--- config.mk ---
export PLATFORM = sky130hd
export DESIGN_NAME = bsc_queue
export DESIGN_NICKNAME = d
export VERILOG_FILES = /design/src/rtl/bsc_pkg.sv /design/src/rtl/bsc_queue.sv
export SDC_FILE = /design/constraint.sdc
export NUM_CORES = 1
export LEC_CHECK = 0
export BUFFER_PORTS_ARGS = -buffer_cell sky130_fd_sc_hd__clkbuf_2
export CAP_MARGIN = 20
export CORE_UTILIZATION = 35
export CTS_CLUSTER_SIZE = 20
export DETAILED_ROUTE_END_ITERATION = 12
export GPL_ROUTABILITY_DRIVEN = 0
export GPL_TIMING_DRIVEN = 1
export PLACE_DENSITY = 0.51
export SYNTH_ARGS = -nofsm -noshare
export SYNTH_HDL_FRONTEND = slang
export SYNTH_SLANG_ARGS = --single-unit
--- constraint.sdc ---
create_clock -name clk -period 5.9 [get_ports clk]
set_input_delay 0.59 -clock clk [delete_from_list [all_inputs] [get_ports clk]]
set_output_delay 0.59 -clock clk [all_outputs]
set_load 0.02 [all_outputs]
--- src/rtl/bsc_pkg.sv ---
`default_nettype none
// ----------------------------------------------------------------------------
// bsc_pkg: shared types and functions of the barometric compensation core
// Payload structs, calibration fields, queue entry, divider stage and the
// helpers for 64-bit wrapping multiplies built from 32x32 partial products.
// ----------------------------------------------------------------------------
package bsc_pkg;

  localparam logic [1:0] CFG_TEMP_CALIB  = 2'd0;
  localparam logic [1:0] CFG_PRESS_LOW   = 2'd1;
  localparam logic [1:0] CFG_PRESS_HIGH  = 2'd2;
  localparam logic [1:0] CFG_PRESS_P9    = 2'd3;

  typedef struct packed {
    logic [19:0] raw_temperature;
    logic [19:0] raw_pressure;
  } in_t;

  typedef struct packed {
    logic [15:0] temperature_centi;
    logic [31:0] pressure_q24_8;
    logic        zero_divisor;
  } out_t;

  // All words are raw bit patterns; t1 and p1 are unsigned, the rest signed.
  typedef struct packed {
    logic [15:0] t1;
    logic [15:0] t2;
    logic [15:0] t3;
    logic [15:0] p1;
    logic [15:0] p2;
    logic [15:0] p3;
    logic [15:0] p4;
    logic [15:0] p5;
    logic [15:0] p6;
    logic [15:0] p7;
    logic [15:0] p8;
    logic [15:0] p9;
  } calib_t;

  // Classified item handed from the front to the back.
  typedef struct packed {
    logic [15:0] temp;
    logic        zero;
    logic        qneg;
    logic [63:0] nmag;
    logic [30:0] dmag;
  } qent_t;

  // One step of the restoring divider. nq holds the numerator bits still to
  // be consumed at the top and the quotient bits collected at the bottom.
  typedef struct packed {
    logic [15:0] temp;
    logic        zero;
    logic        qneg;
    logic [30:0] rem;
    logic [63:0] nq;
    logic [30:0] dmag;
  } div_t;

  typedef struct packed {
    logic [63:0] ll;
    logic [31:0] lh;
    logic [31:0] hl;
  } part_t;

  function automatic logic [63:0] sx16(input logic [15:0] v);
    return {{48{v[15]}}, v};
  endfunction

  // Partial products of the low 64 bits of x*y.
  function automatic part_t mul_part(input logic [63:0] x, input logic [63:0] y);
    part_t r;
    r.ll = {32'b0, x[31:0]} * {32'b0, y[31:0]};
    r.lh = x[31:0] * y[63:32];
    r.hl = x[63:32] * y[31:0];
    return r;
  endfunction

  function automatic logic [63:0] mul_join(input part_t p);
    return p.ll + {p.lh + p.hl, 32'b0};
  endfunction

  function automatic div_t div_step(input div_t s);
    div_t        r;
    logic [30:0] trial;
    r     = s;
    trial = {s.rem[29:0], s.nq[63]};
    if (trial >= s.dmag) begin
      r.rem = trial - s.dmag;
      r.nq  = {s.nq[62:0], 1'b1};
    end else begin
      r.rem = trial;
      r.nq  = {s.nq[62:0], 1'b0};
    end
    return r;
  endfunction

endpackage
`default_nettype wire

--- src/rtl/bsc_queue.sv ---
`default_nettype none
// ----------------------------------------------------------------------------
// bsc_queue: small FIFO between the front and the back
// Lets the front keep taking items while the back is stalled by the receiver.
// ----------------------------------------------------------------------------
module bsc_queue #(
  parameter int DEPTH = 4
) (
  input  wire logic           clk,
  input  wire logic           rst_n,
  input  wire logic           push,
  input  wire bsc_pkg::qent_t wdata,
  output logic                not_full,
  input  wire logic           pop,
  output logic                not_empty,
  output bsc_pkg::qent_t      rdata
);

  localparam int PW = (DEPTH > 1) ? $clog2(DEPTH) : 1;
  localparam int CW = $clog2(DEPTH + 1);

  bsc_pkg::qent_t mem_r [DEPTH];
  logic [PW-1:0] wp_r, rp_r;
  logic [CW-1:0] cnt_r;

  assign not_full  = (cnt_r != CW'(DEPTH));
  assign not_empty = (cnt_r != '0);
  assign rdata     = mem_r[rp_r];

  always_ff @(posedge clk) begin
    if (push) begin
      mem_r[wp_r] <= wdata;
    end
  end

  always_ff @(posedge clk) begin
    if (!rst_n) begin
      wp_r  <= '0;
      rp_r  <= '0;
      cnt_r <= '0;
    end else begin
      if (push) begin
        wp_r <= (wp_r == PW'(DEPTH - 1)) ? '0 : wp_r + PW'(1);
      end
      if (pop) begin
        rp_r <= (rp_r == PW'(DEPTH - 1)) ? '0 : rp_r + PW'(1);
      end
      if (push && !pop) begin
        cnt_r <= cnt_r + CW'(1);
      end else if (pop && !push) begin
        cnt_r <= cnt_r - CW'(1);
      end
    end
  end

endmodule
`default_nettype wire

* After elaboration in Yosys (flattened, before gate mapping) *
Memory sizes are Yosys's and may differ from the RTL's. A register that Yosys moved wholly into a read port is not among the register bits.
Cells that the tools add are included.

word-level totals
  bits in registers = 7
  output and inout bits = 115
  memories kept = 1
  RAM bits = 452
  word-level logic and storage cells = 25
  input bits = 117

memory list
  name   depth  bits a word  rd ports  clocked after Yosys merged registers in  write ports  RTL line         source
  mem_r  4      113          1         1                                        1            bsc_queue.sv:22  bsc_pkg::qent_t mem_r [DEPTH];

operators by class
  reductions and logical operators = 6
  add/subtract/negate cells = 4
  equal/unequal tests = 3
  muxes and demuxes = 8

operators by type and width
  kind                                                                 count
  2-bit two-way mux                                                    4
  3-bit two-way mux                                                    2
  2-bit by 1-bit adder with 2-bit output (second input constant)       2
  2-bit == test (second input constant)                                2
  3-bit by 1-bit adder with 3-bit output (second input constant)       1
  3-bit inequality test (second input constant)                        1
  3-bit nonzero test                                                   1
  3-bit by 1-bit subtractor with 3-bit output (second input constant)  1
  1-bit logical AND                                                    2
  1-bit logical NOT                                                    2
  1-bit two-way mux                                                    2
  2-bit nonzero test                                                   1

* Depth between registers and ports, before layout *
  depth after elaboration = 4
  gate-level depth with buffers = 7
  gate-level depth less buffers = 7

* Worst setup path after synthesis *
No wires, ideal clock.

  path kind = in2reg
  from = input port push
  to = memory mem_r[0][0] in the netlist's numbering, enable pin
  required time = 5415 ps
  setup time = 485 ps
  data arrival time = 3189 ps
  path buffers = 0
  slack = 2227 ps
  stages = 1
  cell sequence = and2_1

between the ends
  longest elaborated chain between the ends = 2

RTL lines
  element                                  RTL line         source
  from (decl)                              bsc_queue.sv:11  input wire logic push,
  1-bit two-way mux                        bsc_queue.sv:31  if (push) begin
  1-bit two-way mux (implied by the code)  bsc_queue.sv:32  mem_r[wp_r] <= wdata;
  to (decl)                                bsc_queue.sv:22

Every way passes these cells.

==> impl_metrics.env <==
export IMPL_status="completed"
export IMPL_power_density_nw_per_um2=367
export IMPL_placed_cells=1457
export IMPL_synth_seq_cells=461
export IMPL_slew_viol_final=0
export IMPL_vias=7444
export IMPL_die_area_um2=48800
export IMPL_clock_latency_ns=0.57
export IMPL_cts_reportedPaths_clkPinSlew_ns=0.06
export IMPL_synthCells=636
export IMPL_p_leak_nw=6.75
export IMPL_slew_headroom=0.430
export IMPL_critPathArrivalTime_ns=2.57
export IMPL_finClkSkew_ns=0.0143
export IMPL_hold_path_class="input pin to flip-flop"
export IMPL_dieWidth_um=221
export IMPL_drt_total_wl_um=32700
export IMPL_area_growth_pct=20.0
export IMPL_wl_per_cell_um=21.2
export IMPL_reg2reg_slack_ns=3.42
export IMPL_holdPathStages=1
export IMPL_layout_commonest_cell="edfxtp_1"
export IMPL_syn_nets=760
export IMPL_irDropWorstVdd_v=0.000237
export IMPL_drc=0
export IMPL_cts_buffers=49
export IMPL_vias_per_cell=4.84
export IMPL_wl_met2_um=15500
export IMPL_grt_pass1_wl_um=49800
export IMPL_mostFrequentLayoutCells="edfxtp_1 (452), clkbuf_2 (231), mux4_2 (113)"
export IMPL_required_ns=5.31
export IMPL_drt_iter0_markers=486
export IMPL_worstSetupEndpointType="primary output"
export IMPL_r2r_cells=3
export IMPL_top_layer="met4"
export IMPL_min_from="wdata[2]"
export IMPL_cts_tree="built"
export IMPL_layout_drive_gt1_share=0.456
export IMPL_fin_crit_sh=0.536
export IMPL_clock_path_buffers=3
export IMPL_ant_nets=0
export IMPL_antenna_cells=0
export IMPL_ys_warn_count=0
export IMPL_synth_distinct_cells=22
export IMPL_postCtsSetupRepairBufs=0
export IMPL_io_pins=232
export IMPL_syn_area_um2=16800
export IMPL_root_buffer="clkbuf_16"
export IMPL_cts_resized=0
export IMPL_reg2reg_from="wp_r[0]"
export IMPL_setup_violations=0
export IMPL_finalNonFillerCells=1539
export IMPL_antenna_found_initial=0
export IMPL_synth_area_leader_cell="edfxtp_1"
export IMPL_crit_path_max_fanout=30
export IMPL_grt_max_degree=114
export IMPL_holdBufCountCts=0
export IMPL_max_freq_mhz=316
export IMPL_tightest_slew_ns=0.855
export IMPL_initial_utilization=0.358
export IMPL_dr_pass1_iters=4
export IMPL_rsz0062_at_grt="no"
export IMPL_r2r_end="mem_r[3][46]"
export IMPL_cap_violations=0
export IMPL_wl_met1_um=14500
export IMPL_dr_wl_met3_um=1970
export IMPL_yosysSeqAreaShare=0.819
export IMPL_nets=1025
export IMPL_synth_top_area_share=0.809
export IMPL_fp_coreArea_um2=47000
export IMPL_critPathLaunchType="flip-flop"
export IMPL_io_buffers=231
export IMPL_finalSetupTns_ns=0
export IMPL_row_count=79
export IMPL_clock_sinks=461
export IMPL_hpwlAfterDp_um=18200
export IMPL_cts_max_level=2
export IMPL_path_class="flip-flop to primary output"
export IMPL_min_to="mem_r[0][2]"
export IMPL_syn_avg_cell_area_um2=26.4
export IMPL_grt_overflow_total=0
export IMPL_die_h_um=221
export IMPL_synth_area_leaders="edfxtp_1 (81%), mux4_2 (15%), dfxtp_1 (1.1%)"
export IMPL_grtUsageTotal=0.136
export IMPL_grt_pass1_vias=8151
export IMPL_hold_viol_final=0
export IMPL_finalCriticalPeriod_ns=3.16
[power breakdown]
group / total [mW] / internal (mW) / switching [mW] / leakage, nW
combinational: 0.672 / 0.264 / 0.407 / 1.78
sequential: 3.80 / 3.75 / 0.0464 / 4.23
clock: 2.93 / 1.73 / 1.20 / 0.744
total: 7.41 / 5.75 / 1.66 / 6.75
[critical path, cell delays in order (launching register included)]
cell	delay, ns
dfxtp_4	0.57
buf_4	0.61
mux4_2	0.59
clkbuf_2	0.18
[worst max path at each step]
| stage | to | depth (start not counted) |
|---|---|---|
| 2_1_floorplan | mem_r[0][0] | 1 |
| 3_3_place_gp | mem_r[3][46] | 3 |
| 3_5_place_dp | mem_r[3][46] | 3 |
| 4_1_cts | rdata[23] | 3 |
| 5_1_grt | rdata[83] | 3 |
| 6_report | rdata[23] | 3 |
[synthesized netlist by cell type]
cell type  number
a21boi_0        1
and2_1          5
buf_2          12
buf_6           1
buf_8           8
clkbuf_1        5
dfxtp_1         9
edfxtp_1      452
fa_1            1
ha_1            6
inv_1           4
mux2i_1         4
mux4_2        113
nand2_1         1
nor2_1          2
nor2b_1         5
nor3_1          1
o21a_1          1
o21ai_0         1
or3_1           2
xnor2_1         1
xor2_1          1
[per-layer routing]
metal  global-route usage  up-vias
met5                    0        -
met4               0.0420        0
met3               0.0429       56
met2                0.214      186
met1                0.181     3924
li1                     -     3278
[through the flow]
step	total power [mW]	hold WS (ns)	area, um2	setup slack, ns	util
after floorplan	4.30	0.472	16800	2.23	-
after global placement	4.56	0.490	18600	3.11	0.397
after detailed placement	4.56	0.508	18600	3.09	0.397
after CTS	7.53	0.189	20200	2.59	0.429
after global routing	7.67	0.199	20200	2.52	0.429
final	7.41	0.236	20200	2.74	0.429
[cell families after synthesis]
group	count (synthesis)	synth area share
mux	117	0.154
compound gates	3	0.00119
flops	461	0.819
fa+ha+maj	7	0.00566
buf+inv	30	0.0134
simple gates	16	0.00544
xor+xnor	2	0.00104
[sequential cells by signal, indices dropped and copies added, names as in the netlist, named ones only]
signal,flops
mem_r,452
rp_r,2
cnt_r,3
wp_r,2
[area by class of cell]
class / instances / area, um2
multi-input cells: 145 / 2820
flip-flops and latches: 461 / 13800
fillers: 4049 / 26800
inverters: 4 / 15.0
clock inverters: 26 / 229
well taps: 607 / 759
clock buffers: 56 / 1290
repair buffers: 240 / 1270
Note: power is estimated with default switching activity, not from simulation.
